### config.mk
export PLATFORM = sky130hd
export DESIGN_NAME = kdo_mul
export DESIGN_NICKNAME = d
export VERILOG_FILES = /design/src/rtl/kdo_pkg.sv /design/src/rtl/kdo_mul.sv
export SDC_FILE = /design/constraint.sdc
export NUM_CORES = 2
export LEC_CHECK = 0
export ABC_AREA = 1
export CAP_MARGIN = 10
export CORE_MARGIN = 2
export CORE_UTILIZATION = 45
export CTS_CLUSTER_SIZE = 10
export DETAILED_ROUTE_END_ITERATION = 7
export DONT_BUFFER_PORTS = 1
export PLACE_DENSITY = 0.63
export SKIP_CTS_REPAIR_TIMING = 1
export SLEW_MARGIN = 20
export SYNTH_ARGS = -nofsm -noshare
export SYNTH_HDL_FRONTEND = slang
export SYNTH_SLANG_ARGS = --single-unit
export TNS_END_PERCENT = 5
### constraint.sdc
create_clock -name clk -period 8.5 [get_ports clk]
set_input_delay 1.7 -clock clk [delete_from_list [all_inputs] [get_ports clk]]
set_output_delay 1.7 -clock clk [all_outputs]
set_load 0.05 [all_outputs]
### src/rtl/kdo_pkg.sv
`timescale 1ns / 1ps
`default_nettype none

package kdo_pkg;

  // Fixed constants, Q0.32 unless noted
  localparam logic [28:0] K_RPM      = 29'd449767923;   // 2*pi/60
  localparam logic [31:0] INV_SQRT3  = 32'd2479700525;  // 1/sqrt(3)
  localparam logic [31:0] THIRD      = 32'd1431655765;  // 1/3
  localparam logic [31:0] TWO_THIRDS = 32'd2863311531;  // 2/3
  localparam logic [63:0] PI_Q60     = 64'h3243F6A8885A308D;

  localparam logic [15:0] RADIUS_RESET = 16'd3330;

  // Sine table size, entries per turn as a power of two
  localparam int TABLE_BITS = 10;

  // Displacement divide: microseconds to seconds
  localparam logic [20:0] DIVISOR   = 21'd1000000;
  localparam logic [21:0] DIV_TWICE = 22'd2000000;
  localparam logic [52:0] DIV_HALF  = 53'd500000;
  localparam logic [32:0] RECIP_1E6 = 33'd4503599627;  // floor(2^52 / 10^6)
  localparam int          QUO_BITS  = 34;

  localparam int MUL_W  = 34;
  localparam int PROD_W = 2 * MUL_W;

  typedef logic signed [MUL_W-1:0]  mul_op_t;
  typedef logic signed [PROD_W-1:0] prod_t;

  // Quarter-wave sine entry i for a table of 2^tb entries per turn,
  // Q30 Taylor series rounded to Q16 (elaboration only)
  function automatic logic [16:0] quarter_sine(input int i, input int tb);
    logic [63:0] x;
    logic [63:0] x2;
    logic [63:0] term;
    logic [63:0] prod;
    logic signed [63:0] sum;
    logic signed [63:0] e;
    x = ((PI_Q60 >> (tb - 1)) * 64'(i)) >> 30;
    x2 = (x * x) >> 30;
    term = x;
    sum = signed'(x);
    for (int k = 1; k <= 8; k++) begin
      prod = (term * x2) >> 30;
      case (k)
        1: term = prod / 64'd6;
        2: term = prod / 64'd20;
        3: term = prod / 64'd42;
        4: term = prod / 64'd72;
        5: term = prod / 64'd110;
        6: term = prod / 64'd156;
        7: term = prod / 64'd210;
        default: term = prod / 64'd272;
      endcase
      if (k % 2 == 1) sum = sum - signed'(term);
      else sum = sum + signed'(term);
    end
    if (sum < 0) sum = 0;
    e = (sum + 64'sd8192) >>> 14;
    if (e > 64'sd65536) e = 64'sd65536;
    return e[16:0];
  endfunction

  // Round to nearest, ties away from zero, divide by 2^16
  function automatic logic signed [33:0] rnd16(input prod_t a);
    prod_t s;
    s = a + prod_t'(32768) - prod_t'({1'b0, a[PROD_W-1]});
    return s[49:16];
  endfunction

  // Same, divide by 2^32, truncated to 32 bits
  function automatic logic signed [31:0] rnd32(input prod_t a);
    prod_t s;
    s = a + (prod_t'(1) <<< 31) - prod_t'({1'b0, a[PROD_W-1]});
    return s[63:32];
  endfunction

endpackage

`default_nettype wire

### src/rtl/kdo_mul.sv
`timescale 1ns / 1ps
`default_nettype none

module kdo_mul
  import kdo_pkg::*;
(
  input  wire logic    clk,
  input  wire mul_op_t a,
  input  wire mul_op_t b,
  output prod_t        p
);

  // Shared signed multiplier, product registered
  always_ff @(posedge clk) begin
    p <= a * b;
  end

endmodule

`default_nettype wire

==> flow_summary_export.csv <==
group,metric,value,unit
timing,max_freq,0.123,GHz
die,start_util,45.4,%
grt,grt_pass1_vias,38576,
clock_network,clock-sinks,68,
die,die_h,324,µm
logic_synthesis,synth_commonest_cells,"inv_1 (2,116), nand2_1 (1,661), fa_1 (1,241)",
clock_network,cts_inserted_buffers,9,
logic_synthesis,synth_area_per_cell,7.74,µm²
logic_synthesis,synthDistinctLibCells,32,
clock_network,cts_buffer_depth,2,
worst_setup_path,slowest_delay,0.75,ns
timing,post-route-period-util,95.9,%
cells_and_area,diodes,0,
die,num_rows,117,
worst_setup_path,crit_fanout,34,
worst_setup_path,crit_chain,"nand2_1 > inv_1 > fa_1 > buf_4 > fa_1 > fa_1 > buf_4 > fa_1 > fa_1 > fa_1 > fa_1 > inv_1 > fa_1 > inv_1 > ha_1 > buf_4 > nand2_1 > nor2_1 > nand2_1 > nor2_1 > nand3_1 > nand3_1 > xor2_1",
cells_and_area,largestRegisters,"p: 68 flops",
timing,worst_pin_slew,0.730,ns
logic_synthesis,yosysTopAreaCell,"fa_1",
timing,rsz0062_at_grt,"false",
logic_synthesis,synth_edf_count,0,
logic_synthesis,syn-num-nets,7486,
clock_network,cts_tree,"built",
grt,grt_pass1_wl,215,mm
logic_synthesis,yosysWarnings,0,
timing,fin_crit,8.15,ns
placed_design,pre_cts_ws,0.0200,ns
placed_design,routabilityCongestion,0.945,
timing,slew_headroom,51.2,%
logic_synthesis,yosysSeqAreaShare,2.95,%
cells_and_area,regMostFlops,"p",
die,dieArea,0.105,mm²
logic_synthesis,ys_seq_elements,68,
worst_setup_path,cp_top_family,"adder cells",
route,routed_wl,131,mm
timing,finalSetupViolCount,0,
worst_setup_path,worst_path_max_delay_cell,"fa_1",
logic_synthesis,ys.flop_type,"dfxtp_1",
worst_setup_path,crit_arrival,8.35,ns
route,via_count,34470,
route,drc,0,
route,drt_first_pass_iters,5,
die,core_area,0.102,mm²
timing,hold_violations,0,
worst_setup_path,crit_path_start_kind,"primary input",
die,io_pins,137,
cells_and_area,largest_register_ffs,68,
timing,setup_ws,0.353,ns
cells_and_area,fillers,10241,
cells_and_area,nets,7247,
route,ant_nets,0,
cells_and_area,area_growth,2.54,%
worst_setup_path,cp-endpoint,"p[47]",
grt,grt.overflow.total,0,
timing,slew_violations,0,
logic_synthesis,synth_cells,5972,
worst_setup_path,cp-end-kind,"register",
logic_synthesis,synth_most_common_cell,"inv_1",
placed_design,portBuffers,0,
logic_synthesis,synthArstFlopShare,0,%
clock_network,clk_pin_slew_worst_paths,0.06,ns
clock_network,htreeDepth,3,
grt,grt_max_degree,35,
worst_setup_path,cp_common_cell,"fa_1",
die,die_x,324,µm
worst_setup_path,crit_type,"in2reg",
min_path,min_path_type,"in2reg",
placed_design,dpl.hpwl,108,mm
worst_setup_path,worstPathRequired,8.70,ns
logic_synthesis,ys_top_cells_by_area,"fa_1 (54%), inv_1 (17%), nand2_1 (13%), ha_1 (5.5%), dfxtp_1 (2.9%)",
route,drtIter0Drc,2095,
clock_network,root_buffer,"clkbuf_16",
timing,fin_tns_setup,0,ns
status,status,"complete, no violations",
cells_and_area,drive_above_1_share,1.74,%
logic_synthesis,yosysTopAreaCellShare,53.7,%
grt,grt_antenna_before_repair,0,
run,cap_violations,0,
worst_setup_path,path_buf_inv,6,
grt,track_usage,26.1,%
route,wl_per_cell,18.4,µm
logic_synthesis,synth_area,0.0462,mm²
route,viasPerCell,4.85,
worst_setup_path,critPathLaunch,"b[1]",
worst_setup_path,worstSetupPathDepth,23,
-- cell type report --
class,instances,area [µm²],share of cell area (%)
Clock buffer,9,225,0.475
Clock inverter,7,81.3,0.172
Inverter,2119,7950,16.8
Multi-Input combinational cell,3514,35900,75.7
Sequential cell,68,1360,2.87
Tap cell,1368,1710,3.61
Timing Repair Buffer,21,170,0.359
-- worst min path at each step --
stage | startpoint | cells after the start | end | slack [ns]
2_1_floorplan | a[0] | 3 | p[0] | 1.98
3_3_place_gp | a[0] | 2 | p[0] | 1.80
3_5_place_dp | a[0] | 2 | p[0] | 1.80
4_1_cts | a[0] | 2 | p[0] | 1.44
5_1_grt | a[0] | 2 | p[0] | 1.47
6_report | a[0] | 2 | p[0] | 1.45
-- layout by cell type, fill, tap and decap left out, drive strengths merged, types with 22 or more instances in the layout --
cell type	n
nand2	1683
nor3	22
fa	1241
dfxtp	68
nor2	124
nand3	77
a21oi	63
inv	2123
xor2	33
ha	204
-- stage by stage --
stage	cells	cell area (µm²)	hold slack, ns	util [%]
2_1_floorplan	5972	46200	1.98	-
3_3_place_gp	7090	47100	1.80	46.2
3_5_place_dp	7090	47100	1.80	46.2
4_1_cts	7106	47400	1.44	46.5
5_1_grt	7106	47400	1.47	46.5
6_report	7106	47400	1.45	46.5
-- cells by family (layout without fill, tap and decap cells) --
logic type	Yosys count	after routing	synth area share, %
flip-flops	68	68	2.95
AND/OR/NAND/NOR	1939	1939	16.6
buffers and inverters	2390	2156	19.4
AO/OA/AOI/OAI	95	95	1.13
XOR/XNOR	35	35	0.663
adder cells (fa/ha/maj)	1445	1445	59.3
-- metal layers --
metal	share of wire (%)	GRT usage [%]	vias up
met5	0	0	-
met1	39	31.9	17659
li1	-	-	15531
met3	4.7	2.05	266
met2	53	48.5	1014
met4	3.8	8.84	0
Power is left out: the tool's default activity adds up to more than one toggle a clock period on the data nets, which glitch-free logic cannot reach.
