<file path="src/rtl/kdo_pkg.sv">
`timescale 1ns / 1ps
`default_nettype none

package kdo_pkg;

  // Fixed constants, Q0.32 unless noted
  localparam logic [28:0] K_RPM      = 29'd449767923;   // 2*pi/60
  localparam logic [31:0] INV_SQRT3  = 32'd2479700525;  // 1/sqrt(3)
  localparam logic [31:0] THIRD      = 32'd1431655765;  // 1/3
  localparam logic [31:0] TWO_THIRDS = 32'd2863311531;  // 2/3
  localparam logic [63:0] PI_Q60     = 64'h3243F6A8885A308D;

  localparam logic [15:0] RADIUS_RESET = 16'd3330;

  // Sine table size, entries per turn as a power of two
  localparam int TABLE_BITS = 10;

  // Displacement divide: microseconds to seconds
  localparam logic [20:0] DIVISOR   = 21'd1000000;
  localparam logic [21:0] DIV_TWICE = 22'd2000000;
  localparam logic [52:0] DIV_HALF  = 53'd500000;
  localparam logic [32:0] RECIP_1E6 = 33'd4503599627;  // floor(2^52 / 10^6)
  localparam int          QUO_BITS  = 34;

  localparam int MUL_W  = 34;
  localparam int PROD_W = 2 * MUL_W;

  typedef logic signed [MUL_W-1:0]  mul_op_t;
  typedef logic signed [PROD_W-1:0] prod_t;

  // Quarter-wave sine entry i for a table of 2^tb entries per turn,
  // Q30 Taylor series rounded to Q16 (elaboration only)
  function automatic logic [16:0] quarter_sine(input int i, input int tb);
    logic [63:0] x;
    logic [63:0] x2;
    logic [63:0] term;
    logic [63:0] prod;
    logic signed [63:0] sum;
    logic signed [63:0] e;
    x = ((PI_Q60 >> (tb - 1)) * 64'(i)) >> 30;
    x2 = (x * x) >> 30;
    term = x;
    sum = signed'(x);
    for (int k = 1; k <= 8; k++) begin
      prod = (term * x2) >> 30;
      case (k)
        1: term = prod / 64'd6;
        2: term = prod / 64'd20;
        3: term = prod / 64'd42;
        4: term = prod / 64'd72;
        5: term = prod / 64'd110;
        6: term = prod / 64'd156;
        7: term = prod / 64'd210;
        default: term = prod / 64'd272;
      endcase
      if (k % 2 == 1) sum = sum - signed'(term);
      else sum = sum + signed'(term);
    end
    if (sum < 0) sum = 0;
    e = (sum + 64'sd8192) >>> 14;
    if (e > 64'sd65536) e = 64'sd65536;
    return e[16:0];
  endfunction

  // Round to nearest, ties away from zero, divide by 2^16
  function automatic logic signed [33:0] rnd16(input prod_t a);
    prod_t s;
    s = a + prod_t'(32768) - prod_t'({1'b0, a[PROD_W-1]});
    return s[49:16];
  endfunction

  // Same, divide by 2^32, truncated to 32 bits
  function automatic logic signed [31:0] rnd32(input prod_t a);
    prod_t s;
    s = a + (prod_t'(1) <<< 31) - prod_t'({1'b0, a[PROD_W-1]});
    return s[63:32];
  endfunction

endpackage

`default_nettype wire

</file>
<file path="src/rtl/kdo_div.sv">
`timescale 1ns / 1ps
`default_nettype none

module kdo_div
  import kdo_pkg::*;
(
  input  wire logic                 clk,
  input  wire logic                 load,
  input  wire logic                 est,
  input  wire logic                 fin,
  input  wire prod_t                p,
  output mul_op_t                   n_hi,
  output mul_op_t                   q_est,
  output logic signed [QUO_BITS:0]  quo
);

  logic [52:0]         mag;
  logic                neg;
  logic [QUO_BITS-1:0] q0;
  logic [QUO_BITS-1:0] qm;
  prod_t               mag_full;
  logic [21:0]         rem;
  logic [1:0]          adj;

  // |a| + d/2; quotient estimate from the top bits times 2^52/d, which
  // falls at most two short, then fixed up from the remainder
  assign mag_full = p[PROD_W-1] ? -p : p;
  assign n_hi     = mul_op_t'(mag[52:19]);
  assign q_est    = mul_op_t'(q0);

  // Remainder is below 3*d, so the low bits are enough
  assign rem = mag[21:0] - p[21:0];

  always_comb begin
    if (rem >= DIV_TWICE) begin
      adj = 2'd2;
    end else if (rem >= {1'b0, DIVISOR}) begin
      adj = 2'd1;
    end else begin
      adj = 2'd0;
    end
  end

  // load: dividend product; est: estimate product; fin: estimate times d
  always_ff @(posedge clk) begin
    if (load) begin
      mag <= mag_full[52:0] + DIV_HALF;
      neg <= p[PROD_W-1];
    end
    if (est) q0 <= p[66:33];
    if (fin) qm <= q0 + {32'd0, adj};
  end

  assign quo = neg ? -$signed({1'b0, qm}) : $signed({1'b0, qm});

endmodule

`default_nettype wire

</file>
<file path="config.mk">
export PLATFORM = sky130hd
export DESIGN_NAME = kdo_div
export DESIGN_NICKNAME = d
export VERILOG_FILES = /design/src/rtl/kdo_pkg.sv /design/src/rtl/kdo_div.sv
export SDC_FILE = /design/constraint.sdc
export NUM_CORES = 1
export LEC_CHECK = 0
export BUFFER_PORTS_ARGS = -buffer_cell sky130_fd_sc_hd__buf_2
export CORE_UTILIZATION = 35
export DETAILED_ROUTE_END_ITERATION = 8
export SLEW_MARGIN = 0
export SYNTH_ARGS = -nofsm -noshare
export SYNTH_HDL_FRONTEND = slang
export SYNTH_SLANG_ARGS = --single-unit
</file>
<file path="constraint.sdc">
create_clock -name clk -period 6.2 [get_ports clk]
set_input_delay 0.93 -clock clk [delete_from_list [all_inputs] [get_ports clk]]
set_output_delay 0.93 -clock clk [all_outputs]
set_load 0.02 [all_outputs]
</file>
==> flow_metrics.tcl <==
set metrics [dict create \
    status "finished, final reports clean" \
    synth-edff-count 122 \
    period_share 0.8796 \
    drc 0 \
    leakagePower_nw 3.976 \
    ff_latch_area_um2 3664 \
    criticalPathCategory "in -> reg" \
    crit_required_ns 6.37 \
    ys_async_sr_fraction 0 \
    grt_pass1_vias 6715 \
    reg2reg_to "qm[30]" \
    holdPathEnd "qm[33]" \
    dp_hpwl_um 17960 \
    yosysTopAreaCell "edfxtp_1" \
    reg2reg_from "mag[1]" \
    start_util 0.3566 \
    core.rowCount 58 \
    cts-resized-gates 0 \
    cts_sinks 122 \
    multiInputGateArea_um2 4748 \
    hold_start "q_est[33]" \
    hold_viol 0 \
    core_area_um2 25180 \
    ctsHoldBuffers 0 \
    clk_pin_slew_worst_paths_ns 0.06 \
    synthesis.area_um2 8979 \
    drive_above_1_share 0.2410 \
    drv_slew 0 \
    fmax_mhz 183.4 \
    grt_max_degree 55 \
    ios 175 \
    maxCapViolCount 0 \
    r2r_slack_ns 1.06 \
    synth_fp_nets 1000 \
    synth_top_area_frac 0.4080 \
    syn_area_per_cell_um2 9.965 \
    hold_depth 1 \
    clk_latency_ns 0.42 \
    die_w_um 162.2 \
    nNetsFinal 1144 \
    area_growth_pct 18.26 \
    ys_seq_elements 122 \
    reg2regPathDepth 21 \
    grt_usage 0.1720 \
    h-tree-depth 4 \
    rsz0062_at_grt "no" \
    cts_tree "done" \
    ir_drop_mv 0.1686 \
    die_h_um 162.2 \
    grt_pass1_wl_um 34990 \
    ys_types 80 \
    yosys-top-cells-count "xnor2_1, edfxtp_1, nand2_1" \
    fin_crit_ns 5.453 \
    yosysSeqAreaShare 0.4080 \
    dr.pass1.iters 5 \
    num_vias 7224 \
    worstMarginPinSlew_ns 1.019 \
    cts_setup_buffers 0 \
    slew_headroom 0.3204 \
    yosysMostFrequentCell "xnor2_1" \
    place_congestion 0.8311 \
    numCtsBuffers 17 \
    dieArea_um2 26300 \
    fill_cells 2461 \
    cp-end-kind "flip-flop" \
    setup_viol 0 \
    cts_root_buf "clkbuf_16" \
    yosys-top-cells-area "edfxtp_1, xnor2_1, xor2_1" \
    crit_path_max_fanout 4 \
    wl_per_cell_um 16.34 \
    clock_path_buffers 2 \
    drt-total-wl_um 22710 \
    synth_flop_cell "edfxtp_1" \
    power_density_nw_per_um2 268.8 \
    via_per_inst 5.197 \
    fin_total_pwr_mw 2.855 \
    overflow 0 \
    finClkSkew_ns 0.01079 \
    synth_warnings 0 \
    antenna_found_initial 2 \
    synthCells 901 \
    port-buffer-count 174 \
    start_kind "primary input" \
    cp.arrival_ns 5.63 \
    finalSetupTns_ns 0 \
    hold_class "reg -> reg" \
    drt_iter0_drc 549 \
    ant_nets 0 \
]
[metal layers]
metal  GRT usage  share of wire  vias to the layer above
met3     0.03882          0.056                       14
met1      0.2233           0.46                     3404
met4     0.04889          0.011                        2
li1            -              -                     3595
met2      0.2856           0.47                      209
met5           0        0.00057                        -
[power by group]
group	internal [mW]	switching, mW
logic	0.297	0.453
clock network	0.640	0.390
registers	1.02	0.0588
total	1.95	0.901
[how the worst max path moves through the flow]
stage | from | end | slack, ns | depth (start not counted)
final | p[1] | qm[30] | 0.75 | 23
after CTS | p[1] | qm[30] | 0.70 | 23
after floorplan | p[6] | qm[30] | 0.54 | 22
after detailed placement | p[1] | qm[30] | 0.26 | 23
after global placement | p[1] | qm[30] | 0.33 | 23
after global routing | p[1] | qm[30] | 0.39 | 23
[cell families after synthesis]
| family | count (synthesis) | share of synthesized area |
|---|---|---|
| and+or+nand+nor | 291 | 0.1785 |
| AOI/OAI and AO/OA | 176 | 0.1399 |
| xor gates and xnor gates | 174 | 0.1697 |
| DFF | 122 | 0.4080 |
| buffers and inverters | 109 | 0.06313 |
| adders and majority gates | 27 | 0.03846 |
| muxes | 2 | 0.002230 |
[flip-flops by register name (all words and copies together), names as in the netlist]
name / count
mag: 53
neg: 1
q_est: 34
qm: 34
[stage by stage]
step	area (um^2)	hold slack, ns	worst slack (ns)	instances	utilization
after floorplan	8979	0.6952	0.5360	901	-
after detailed placement	10000	0.5671	0.2609	1356	0.3971
after global placement	10000	0.5538	0.3274	1356	0.3971
after CTS	10610	0.5841	0.7042	1388	0.4214
final	10620	0.5851	0.7468	1390	0.4216
after global routing	10610	0.6253	0.3898	1388	0.4214
[layout make-up]
class                      instances  area share
clock inverter                    15     0.01768
multi-input combinational        670      0.4472
tap                              330     0.03889
sequential                       122      0.3450
clock buffer                      17     0.04007
inverter                          39     0.01379
timing repair buffer             195     0.09687
antenna                            2   0.0004714
[cells in the final DEF (no fill, tap or decap), drive strengths merged, types with 3 or more instances in the layout]
cell type / instances
clkbuf: 17
nand2: 62
a2111oi: 3
o31ai: 24
clkinv: 3
nor2b: 9
buf: 195
a211oi: 7
or3: 25
nor2: 43
nor3b: 3
nor4: 18
and3: 10
nand3b: 3
and2: 6
a21oi: 24
a21o: 9
o41ai: 23
inv: 45
bufinv: 3
a31oi: 4
nand2b: 12
or2: 8
ha: 26
nand4: 18
xor2: 48
nor3: 23
o211ai: 4
o21bai: 3
clkinvlp: 3
nand3: 25
o21ai: 45
o21a: 5
xnor2: 126
and4: 3
edfxtp: 122
nand4b: 3
or4: 14
[worst max-delay path, stage by stage]
cell and delay, ns:
buf_2 0.11, inv_1 0.07, ha_1 0.27, nor2b_1 0.16
o211ai_1 0.12, a211oi_1 0.36, o21ai_0 0.25, nor4b_1 0.28
a2111oi_0 0.11, or3_1 0.39, nor4_1 0.36, or4b_1 0.46
o211ai_1 0.14, ha_1 0.24, fa_1 0.21, and3_1 0.19
and3_1 0.18, nand2_1 0.06, nor2_1 0.22, nand3_1 0.16
nor2_1 0.16, nand2_1 0.08, xnor2_1 0.12
Note: power is estimated with default switching activity, not from simulation.
